$ cat src/hw/rtl/mtem_pkg.sv
// Shared types and constants for the multi-timer expiry manager.
// No dependencies; every other file of the block imports this package.
package mtem_pkg;

    localparam int ACTION_W = 2;
    localparam int ID_W     = 4;
    localparam int PERIOD_W = 32;
    localparam int STATUS_W = 2;

    // Stream widths: fields packed from bit 0 and padded to whole bytes.
    localparam int S_TDATA_W = ((ID_W + PERIOD_W + 1 + 7) / 8) * 8;
    localparam int M_TDATA_W = ((ID_W + STATUS_W + 7) / 8) * 8;

    localparam logic [ACTION_W-1:0] ACT_TICK  = 2'd0;
    localparam logic [ACTION_W-1:0] ACT_START = 2'd1;
    localparam logic [ACTION_W-1:0] ACT_STOP  = 2'd2;

    localparam logic [STATUS_W-1:0] ST_OK      = 2'd0;
    localparam logic [STATUS_W-1:0] ST_INVALID = 2'd1;
    localparam logic [STATUS_W-1:0] ST_BUSY    = 2'd2;

    localparam logic KIND_STATUS = 1'b0;
    localparam logic KIND_EXPIRY = 1'b1;

    // Commands from the controller to the datapath.
    typedef struct packed {
        logic capture;     // latch the accepted input item
        logic do_cmd;      // execute start/stop/unknown and load its status result
        logic walk_start;  // begin a tick walk: slot 0 is read
        logic walk_step;   // retire the current slot of the walk
        logic flush_emit;  // send the held expiry as the final result
    } t_dp_cmd;

    // Status from the datapath to the controller.
    typedef struct packed {
        logic is_tick;
        logic expire;
        logic idx_last;
        logic pend_valid;
    } t_dp_stat;

endpackage

$ cat src/hw/rtl/mtem_datapath.sv
// Datapath of the timer manager: input and config registers, slot memory,
// running flags, walk index, held expiry and the output payload register.
// Depends on mtem_pkg.
module mtem_datapath import mtem_pkg::*; #(
    parameter int NUM_TIMERS = 16,
    parameter int TICK_WIDTH = 32
) (
    input  logic                  i_clk,
    input  logic                  i_rst_n,
    input  t_dp_cmd               i_cmd,
    output t_dp_stat              o_stat,
    input  logic [S_TDATA_W-1:0]  i_in_data,
    input  logic [ACTION_W-1:0]   i_in_action,
    input  logic                  i_cfg_wr_en,
    input  logic [PERIOD_W-1:0]   i_cfg_wr_data,
    output logic                  o_out_kind,
    output logic [ID_W-1:0]       o_out_id,
    output logic [STATUS_W-1:0]   o_out_status,
    output logic                  o_out_last
);

    localparam int SLOT_W  = (NUM_TIMERS > 1) ? $clog2(NUM_TIMERS) : 1;
    localparam int WORD_W  = 2 * TICK_WIDTH + 1;
    localparam int RANGE_W = ID_W + 3;
    localparam logic [SLOT_W-1:0] LAST_SLOT = SLOT_W'(NUM_TIMERS - 1);

    logic [ACTION_W-1:0]   r_action;
    logic [ID_W-1:0]       r_id;
    logic [PERIOD_W-1:0]   r_period;
    logic                  r_periodic;
    logic [PERIOD_W-1:0]   r_max_period;

    // Slot word: {periodic, reload period, remaining ticks}.
    logic [WORD_W-1:0]     r_mem [NUM_TIMERS];
    logic [WORD_W-1:0]     r_rdata;
    logic [NUM_TIMERS-1:0] r_running;
    logic [SLOT_W-1:0]     r_idx;
    logic                  r_pend_valid;
    logic [SLOT_W-1:0]     r_pend_id;

    logic                  r_out_kind;
    logic [ID_W-1:0]       r_out_id;
    logic [STATUS_W-1:0]   r_out_status;
    logic                  r_out_last;

    logic [SLOT_W-1:0]     cmd_slot;
    logic                  id_in_range;
    logic                  period_ok;
    logic                  cmd_running;
    logic [STATUS_W-1:0]   cmd_status;
    logic [TICK_WIDTH-1:0] start_ticks;
    logic [WORD_W-1:0]     start_word;
    logic [TICK_WIDTH-1:0] slot_rem;
    logic [TICK_WIDTH-1:0] slot_reload;
    logic                  slot_per;
    logic                  slot_running;
    logic                  expire;
    logic [WORD_W-1:0]     step_word;
    logic                  start_wr;
    logic                  stop_clr;
    logic                  step_wr;
    logic                  idx_last;
    logic                  rd_en;
    logic [SLOT_W-1:0]     rd_addr;
    logic                  emit_step;

    assign cmd_slot    = SLOT_W'(r_id);
    assign id_in_range = RANGE_W'(r_id) < RANGE_W'(NUM_TIMERS);
    assign cmd_running = r_running[cmd_slot];
    // A period must also fit in the countdown width.
    assign period_ok   = (r_period != '0) && (r_period <= r_max_period)
                         && ((r_period >> TICK_WIDTH) == '0);
    assign start_ticks = TICK_WIDTH'(r_period);
    assign start_word  = {r_periodic, start_ticks, start_ticks};

    always_comb begin
        cmd_status = ST_INVALID;
        case (r_action)
            ACT_START: begin
                if (!id_in_range || !period_ok) begin
                    cmd_status = ST_INVALID;
                end else if (cmd_running) begin
                    cmd_status = ST_BUSY;
                end else begin
                    cmd_status = ST_OK;
                end
            end
            ACT_STOP: begin
                if (!id_in_range) begin
                    cmd_status = ST_INVALID;
                end else if (!cmd_running) begin
                    cmd_status = ST_BUSY;
                end else begin
                    cmd_status = ST_OK;
                end
            end
            default: cmd_status = ST_INVALID;
        endcase
    end

    assign slot_rem     = r_rdata[TICK_WIDTH-1:0];
    assign slot_reload  = r_rdata[2*TICK_WIDTH-1:TICK_WIDTH];
    assign slot_per     = r_rdata[WORD_W-1];
    assign slot_running = r_running[r_idx];
    assign expire       = slot_running && (slot_rem <= TICK_WIDTH'(1));
    assign step_word    = expire ? {slot_per, slot_reload, slot_reload}
                                 : {slot_per, slot_reload, slot_rem - TICK_WIDTH'(1)};

    assign start_wr  = i_cmd.do_cmd && (r_action == ACT_START) && (cmd_status == ST_OK);
    assign stop_clr  = i_cmd.do_cmd && (r_action == ACT_STOP) && (cmd_status == ST_OK);
    assign step_wr   = i_cmd.walk_step && slot_running;
    assign idx_last  = (r_idx == LAST_SLOT);
    assign emit_step = i_cmd.walk_step && expire && r_pend_valid;

    // The next slot is fetched while the current one retires.
    assign rd_en   = i_cmd.walk_start || (i_cmd.walk_step && !idx_last);
    assign rd_addr = i_cmd.walk_start ? '0 : r_idx + SLOT_W'(1);

    always_ff @(posedge i_clk) begin
        if (start_wr) begin
            r_mem[cmd_slot] <= start_word;
        end else if (step_wr) begin
            r_mem[r_idx] <= step_word;
        end
        if (rd_en) begin
            r_rdata <= r_mem[rd_addr];
        end
    end

    always_ff @(posedge i_clk) begin
        if (i_cmd.capture) begin
            r_action   <= i_in_action;
            r_id       <= i_in_data[ID_W-1:0];
            r_period   <= i_in_data[ID_W+PERIOD_W-1:ID_W];
            r_periodic <= i_in_data[ID_W+PERIOD_W];
        end
        if (i_cmd.do_cmd) begin
            r_out_kind   <= KIND_STATUS;
            r_out_id     <= r_id;
            r_out_status <= cmd_status;
            r_out_last   <= 1'b1;
        end else if (emit_step || i_cmd.flush_emit) begin
            r_out_kind   <= KIND_EXPIRY;
            r_out_id     <= ID_W'(r_pend_id);
            r_out_status <= ST_OK;
            r_out_last   <= i_cmd.flush_emit;
        end
        if (i_cmd.walk_step && expire) begin
            r_pend_id <= r_idx;
        end
    end

    always_ff @(posedge i_clk) begin
        if (!i_rst_n) begin
            r_max_period <= '1;
            r_running    <= '0;
            r_idx        <= '0;
            r_pend_valid <= 1'b0;
        end else begin
            if (i_cfg_wr_en) begin
                r_max_period <= i_cfg_wr_data;
            end
            if (start_wr) begin
                r_running[cmd_slot] <= 1'b1;
            end else if (stop_clr) begin
                r_running[cmd_slot] <= 1'b0;
            end else if (step_wr && expire && !slot_per) begin
                r_running[r_idx] <= 1'b0;
            end
            if (i_cmd.walk_start) begin
                r_idx <= '0;
            end else if (i_cmd.walk_step && !idx_last) begin
                r_idx <= r_idx + SLOT_W'(1);
            end
            if (i_cmd.walk_start || i_cmd.flush_emit) begin
                r_pend_valid <= 1'b0;
            end else if (i_cmd.walk_step && expire) begin
                r_pend_valid <= 1'b1;
            end
        end
    end

    assign o_stat.is_tick    = (r_action == ACT_TICK);
    assign o_stat.expire     = expire;
    assign o_stat.idx_last   = idx_last;
    assign o_stat.pend_valid = r_pend_valid;

    assign o_out_kind   = r_out_kind;
    assign o_out_id     = r_out_id;
    assign o_out_status = r_out_status;
    assign o_out_last   = r_out_last;

    a_single_write: assert property (@(posedge i_clk) disable iff (!i_rst_n)
        !(start_wr && step_wr))
        else $error("slot memory written by a start and a tick step at once");

    a_pend_in_range: assert property (@(posedge i_clk) disable iff (!i_rst_n)
        r_pend_valid |-> (r_pend_id <= LAST_SLOT))
        else $error("held expiry names a slot beyond the table");

endmodule

$ cat src/hw/rtl/mtem_ctrl.sv
// Controller of the timer manager: sequences command execution and the
// slot walk of a tick, and owns the output valid flag. Depends on mtem_pkg.
module mtem_ctrl import mtem_pkg::*; (
    input  logic     i_clk,
    input  logic     i_rst_n,
    input  logic     i_in_valid,
    output logic     o_in_ready,
    output logic     o_out_valid,
    input  logic     i_out_ready,
    input  t_dp_stat i_stat,
    output t_dp_cmd  o_cmd
);

    typedef enum logic [1:0] {S_IDLE, S_CMD, S_SLOT, S_FLUSH} t_state;

    t_state r_state, n_state;
    logic   r_out_valid, n_out_valid;
    logic   out_free;
    logic   out_load;

    assign out_free = !r_out_valid || i_out_ready;

    always_comb begin
        n_state  = r_state;
        o_cmd    = '0;
        out_load = 1'b0;
        case (r_state)
            S_IDLE: begin
                if (i_in_valid) begin
                    o_cmd.capture = 1'b1;
                    n_state       = S_CMD;
                end
            end
            S_CMD: begin
                if (i_stat.is_tick) begin
                    o_cmd.walk_start = 1'b1;
                    n_state          = S_SLOT;
                end else if (out_free) begin
                    o_cmd.do_cmd = 1'b1;
                    out_load     = 1'b1;
                    n_state      = S_IDLE;
                end
            end
            S_SLOT: begin
                // An expiry pushes the previously held one out; it waits for room.
                if (!(i_stat.expire && i_stat.pend_valid) || out_free) begin
                    o_cmd.walk_step = 1'b1;
                    out_load        = i_stat.expire && i_stat.pend_valid;
                    if (i_stat.idx_last) begin
                        n_state = S_FLUSH;
                    end
                end
            end
            S_FLUSH: begin
                if (!i_stat.pend_valid) begin
                    n_state = S_IDLE;
                end else if (out_free) begin
                    o_cmd.flush_emit = 1'b1;
                    out_load         = 1'b1;
                    n_state          = S_IDLE;
                end
            end
            default: n_state = S_IDLE;
        endcase
        n_out_valid = out_load || (r_out_valid && !i_out_ready);
    end

    always_ff @(posedge i_clk) begin
        if (!i_rst_n) begin
            r_state     <= S_IDLE;
            r_out_valid <= 1'b0;
        end else begin
            r_state     <= n_state;
            r_out_valid <= n_out_valid;
        end
    end

    assign o_in_ready  = (r_state == S_IDLE);
    assign o_out_valid = r_out_valid;

    a_idle_no_pend: assert property (@(posedge i_clk) disable iff (!i_rst_n)
        (r_state == S_IDLE) |-> !i_stat.pend_valid)
        else $error("expiry left behind at the end of a tick");

    a_load_has_room: assert property (@(posedge i_clk) disable iff (!i_rst_n)
        out_load |-> out_free)
        else $error("output register overwritten before it was taken");

    a_last_slot_flush: assert property (@(posedge i_clk) disable iff (!i_rst_n)
        (o_cmd.walk_step && i_stat.idx_last) |=> (r_state == S_FLUSH))
        else $error("walk did not end after the last slot");

endmodule

$ cat src/hw/rtl/multi_timer_expiry_manager_core.sv
// Top level of the multi-timer expiry manager: stream ports, config port,
// controller and datapath. Depends on mtem_pkg, mtem_ctrl and mtem_datapath.
//
// A table of NUM_TIMERS countdown slots driven by start, stop and tick items.
// Start and stop each pass through a command state on the way back to idle,
// and their status result is loaded in that state, which is held while an
// earlier result still waits for the output.
// A tick walks the slot memory one slot per cycle, holding on a slot while an
// expiry waits for the output item to be taken, and then passes a flush state.
// Expiries leave in ascending slot order and the final one of a tick carries
// tlast; a tick with no expiry gives nothing.
// Every status result carries tlast. One item is worked on at a time; the
// output register lets the next item be accepted while a result waits.
module multi_timer_expiry_manager_core import mtem_pkg::*; #(
    parameter int NUM_TIMERS = 16,
    parameter int TICK_WIDTH = 32
) (
    input  logic                  i_clk,
    input  logic                  i_rst_n,
    input  logic                  s_axis_tvalid,
    output logic                  s_axis_tready,
    // tdata: timer_id [3:0], period_ticks [35:4], periodic [36], zero [39:37]
    input  logic [S_TDATA_W-1:0]  s_axis_tdata,
    // tuser: action [1:0]
    input  logic [ACTION_W-1:0]   s_axis_tuser,
    output logic                  m_axis_tvalid,
    input  logic                  m_axis_tready,
    // tdata: timer_id_res [3:0], status [5:4], zero [7:6]
    output logic [M_TDATA_W-1:0]  m_axis_tdata,
    // tuser: kind [0]
    output logic [0:0]            m_axis_tuser,
    output logic                  m_axis_tlast,
    input  logic                  i_cfg_wr_en,
    input  logic [PERIOD_W-1:0]   i_cfg_wr_data
);

    localparam int PAD_W = M_TDATA_W - ID_W - STATUS_W;

    t_dp_cmd             dp_cmd;
    t_dp_stat            dp_stat;
    logic                out_kind;
    logic [ID_W-1:0]     out_id;
    logic [STATUS_W-1:0] out_status;

    mtem_ctrl u_ctrl (
        .i_clk       (i_clk),
        .i_rst_n     (i_rst_n),
        .i_in_valid  (s_axis_tvalid),
        .o_in_ready  (s_axis_tready),
        .o_out_valid (m_axis_tvalid),
        .i_out_ready (m_axis_tready),
        .i_stat      (dp_stat),
        .o_cmd       (dp_cmd)
    );

    mtem_datapath #(
        .NUM_TIMERS (NUM_TIMERS),
        .TICK_WIDTH (TICK_WIDTH)
    ) u_datapath (
        .i_clk         (i_clk),
        .i_rst_n       (i_rst_n),
        .i_cmd         (dp_cmd),
        .o_stat        (dp_stat),
        .i_in_data     (s_axis_tdata),
        .i_in_action   (s_axis_tuser),
        .i_cfg_wr_en   (i_cfg_wr_en),
        .i_cfg_wr_data (i_cfg_wr_data),
        .o_out_kind    (out_kind),
        .o_out_id      (out_id),
        .o_out_status  (out_status),
        .o_out_last    (m_axis_tlast)
    );

    assign m_axis_tdata = {{PAD_W{1'b0}}, out_status, out_id};
    assign m_axis_tuser = out_kind;

endmodule

$ cat config.mk
export PLATFORM = sky130hd
export DESIGN_NAME = multi_timer_expiry_manager_core
export DESIGN_NICKNAME = d
export VERILOG_FILES = /design/src/hw/rtl/mtem_pkg.sv /design/src/hw/rtl/mtem_datapath.sv /design/src/hw/rtl/mtem_ctrl.sv /design/src/hw/rtl/multi_timer_expiry_manager_core.sv
export SDC_FILE = /design/constraint.sdc
export NUM_CORES = 2
export LEC_CHECK = 0
export ABC_AREA = 1
export CORE_MARGIN = 2
export CORE_UTILIZATION = 60
export CTS_CLUSTER_SIZE = 8
export DETAILED_ROUTE_END_ITERATION = 8
export DONT_BUFFER_PORTS = 1
export PLACE_DENSITY_LB_ADDON = 0.15
export SLEW_MARGIN = 20
export SYNTH_ARGS = -nofsm -noshare
export SYNTH_HDL_FRONTEND = slang
export SYNTH_SLANG_ARGS = --single-unit
export TNS_END_PERCENT = 5
$ cat constraint.sdc
create_clock -name i_clk -period 14.5 [get_ports i_clk]
set_clock_uncertainty 0.1 [all_clocks]
set_input_delay 2.175 -clock i_clk [delete_from_list [all_inputs] [get_ports i_clk]]
set_output_delay 2.175 -clock i_clk [all_outputs]
set_load 0.05 [all_outputs]
==> flow_metrics.py <==
metrics = {
    "status": {
        "status": "finished clean",
    },
    "clock_tree": {
        "postCtsHoldBufs": 0,
        "cts_max_level": 4,
        "cts_tree": "yes",
        "cts-root-buf": "clkbuf_16",
        "clock_latency_ns": 0.77,
        "postCtsSetupBuffers": 0,
        "clock_sinks": 1212,
        "post_cts_resized": 0,
        "numCtsBuffers": 169,
        "cts.path.max_buffers": 3,
        "cts.reportedPaths.clkPinSlew_ns": 0.06,
    },
    "synth": {
        "netlist_top_cells_area": "edfxtp_1 70%, nor2_1 8.4%, o311ai_0 3.8%",
        "synth_top_family_by_area": "simple AND/OR/NAND/NOR gates",
        "syn_area_sq_um": 49800,
        "synthAdderAreaFrac": 0.0103,
        "synthFlopType": "edfxtp_1",
        "synth_edf_count": 1154,
        "yosys.area.top_type_share": 0.696,
        "synth-simple-area-share": 0.132,
        "synth_seq_cells": 1212,
        "syn_avg_cell_area_sq_um": 12.1,
        "synth_xor_area_frac": 0.00440,
        "netlist-cell-type-count": 45,
        "ys_async_sr_fraction": 0,
        "seq_area_frac_synth": 0.719,
        "synth_mux_area_frac": 0,
        "synth.top_cells.by_count": "1154 x edfxtp_1, 1114 x nor2_1, 361 x o21ai_0",
        "yosys.cell_count.top_type": "edfxtp_1",
        "synth-compound-area-share": 0.103,
        "ys_warn_count": 0,
        "synth_largest_area_cell": "edfxtp_1",
        "synth_cells": 4103,
    },
    "placement": {
        "hpwl_microns": 68100,
        "numPortBuffers": 0,
        "dpl_cell_area_sq_um": 50900,
        "dpl.cell_count": 4994,
        "place.gp.congestion": 0.894,
    },
    "global_route": {
        "grt_max_degree": 174,
        "grt_use_total": 0.312,
        "antenna_found_initial": 0,
        "grt_pass1_wl_microns": 198000,
        "overflow": 0,
        "grt_pass1_vias": 31742,
    },
    "critical_path": {
        "endpoint_kind": "flop",
        "cp_data_arrival_time_ns": 6.40,
        "startpoint_type": "flop",
        "rr_startpoint": "u_datapath.r_idx[0]$_SDFFE_PP0P_",
        "critPathLaunch": "u_datapath.r_idx[0]$_SDFFE_PP0P_",
        "path_class": "reg2reg",
        "path_max_fanout": 84,
        "cp_data_required_time_ns": 14.77,
    },
    "timing": {
        "timing.hold.ws_ns": 0.367,
        "worstMarginPinSlew_ns": 1.18,
        "slew_violations": 0,
        "fin_tns_setup_ns": 0,
        "setup_violations": 0,
        "slew_headroom": 0.213,
        "fin_crit_sh": 0.423,
        "finalCriticalPeriod_ns": 6.13,
        "final_hold_viol_count": 0,
        "max_freq_ghz": 0.163,
        "rsz0062_at_grt": "false",
    },
    "die": {
        "die_w_microns": 292,
        "num_rows": 105,
        "dieArea_sq_um": 85300,
        "initial_utilization": 0.607,
        "coreArea_sq_um": 82100,
        "io_pins": 91,
        "die_h_microns": 292,
    },
    "power_and_ir_drop": {
        "powerDensity_nw_per_um2": 142,
        "p_clk_frac": 0.445,
        "pwr-share-comb": 0.057,
        "intPower_mw": 6.11,
        "leakagePower_nw": 19.3,
        "p_sw_frac": 0.227,
        "ir_drop_mv": 0.112,
        "seqPwrFrac": 0.498,
        "p_switching_mw": 1.79,
    },
    "drt": {
        "viasPerCell": 6.36,
        "drt-initial-drc-count": 4025,
        "num_vias": 33074,
        "drc": 0,
        "dr.pass1.iters": 6,
        "drt_wl_total_microns": 133000,
        "routedWlPerCell_microns": 25.6,
        "antenna_left": 0,
    },
    "hold_path": {
        "hp-start": "u_datapath.r_max_period[2]$_SDFFE_PN1P_",
        "min_path_type": "reg2reg",
    },
    "layout": {
        "area_growth_pct": 11.4,
        "fin_nets": 4215,
        "fin_area_sq_um": 55500,
        "layoutNonFillerInstCount": 5201,
        "post-route-util": 0.676,
        "drive_gt1_frac": 0.0797,
    },
    "job": {
        "maxCapViolCount": 0,
    },
}
[final timing paths]
| kind | cells past startpoint | slack, ns | to |
|---|---|---|---|
| setup / recovery | 18 | 8.37 | u_datapath.r_mem[8][2]$_DFFE_PP_ |
| setup reg to reg | 18 | 8.37 | u_datapath.r_mem[8][2]$_DFFE_PP_ |
| hold / removal | 2 | 0.37 | u_datapath.r_max_period[2]$_SDFFE_PN1P_ |
| hold reg to reg | 2 | 0.37 | u_datapath.r_max_period[2]$_SDFFE_PN1P_ |
[sequential cells by signal, indices dropped and copies added (netlist names), 4 cells and up]
| register | count |
|---|---|
| u_datapath.r_period | 32 |
| u_datapath.r_running | 16 |
| u_datapath.r_pend_id | 4 |
| u_datapath.r_max_period | 32 |
| u_datapath.cmd_slot | 4 |
| u_datapath.r_idx | 4 |
| u_datapath.r_mem | 1040 |
| u_datapath.r_rdata | 65 |
| u_datapath.o_out_id | 4 |
[through the flow]
| stage | setup slack (ns) | total power [mW] |
|---|---|---|
| detailed placement | 8.17 | 4.44 |
| global placement | 8.22 | 4.43 |
| finish | 8.37 | 7.90 |
| CTS | 8.39 | 7.92 |
| floorplan | 7.93 | 4.29 |
| global route | 8.05 | 8.12 |
[worst max-delay path, cell delays in order (launching register included)]
cell	delay, ns
dfxtp_1	0.87
inv_8	0.40
o21ai_0	0.29
o21ai_1	0.08
nand2_1	0.06
nand2_1	0.08
nor2_4	0.28
nand2_1	0.10
a21oi_2	0.11
buf_4	0.38
nand2_1	0.16
nand2_2	0.14
inv_2	0.06
nand2_4	0.38
nand2_1	0.12
o21ai_2	0.11
nand3_2	0.24
nor2_4	0.77
buf_4	0.88
[cells in the final DEF (no fill, tap or decap), types with 2 or more instances in the layout]
cell       Yosys  routed
o32ai_1       45      45
edfxtp_1    1154    1154
ha_1          41      41
a21o_1         2       2
o21ai_0      361     360
inv_2         12       9
nor2_4         2      21
inv_16         0       7
nand4_1       27      27
or2_2          5       5
nor4_1        13      13
clkbuf_16      0     170
a31oi_1        2       2
xor2_1        12      12
xnor2_1       13      13
clkinv_16      0       3
clkbuf_1     185      21
o21ai_2        6       7
clkinv_8       0       2
a21oi_1       64      64
nand2_4        2       2
conb_1         1       2
nor2_1      1114    1095
o211ai_1      64      64
buf_4          9      74
dfxtp_1       58      58
inv_1        128     126
nand2_2        7       6
inv_6          0       3
nor3_1        11      11
o311ai_0     217     217
o22ai_1        4       4
nand3_1      119     119
nand2_1      333     332
nand2_8        0       2
o21ai_1       12      12
nand3_2        6       6
inv_8          0       3
nor2_2         3       3
[layout make-up]
class	count	area [sq um]
sequential	1212	35800
antenna	1	2.50
inverter	141	559
clock inverter	15	285
clock buffer	191	4330
timing repair buffer	75	576
multi-input combinational	2496	12600
fill	5759	26600
tap	1070	1340
[power by group through the flow]
stage                     Sequential (mW)  Clock, mW  Combinational (mW)
after floorplan                      3.99          0               0.302
after global placement               3.99          0               0.434
after detailed placement             4.00          0               0.445
after CTS                            3.93       3.54               0.447
after global routing                 3.93       3.69               0.500
final                                3.93       3.52               0.452
[cell families (layout without fill, tap and decap cells)]
group	after synthesis	count (layout)
other cells	1	3
compound gates	782	782
simple gates	1646	1646
flops	1212	1212
buf+inv	396	422
xor+xnor	25	25
fa+ha+maj	41	41
[per-layer routing]
layer,vias up,GRT usage,share of wire
met5,-,0,0
met3,310,0.0623,0.11
met2,1863,0.492,0.47
met4,0,0.112,0.031
met1,16066,0.437,0.40
li1,14835,-,-
No activity file was read; power rests on OpenSTA's default activity.
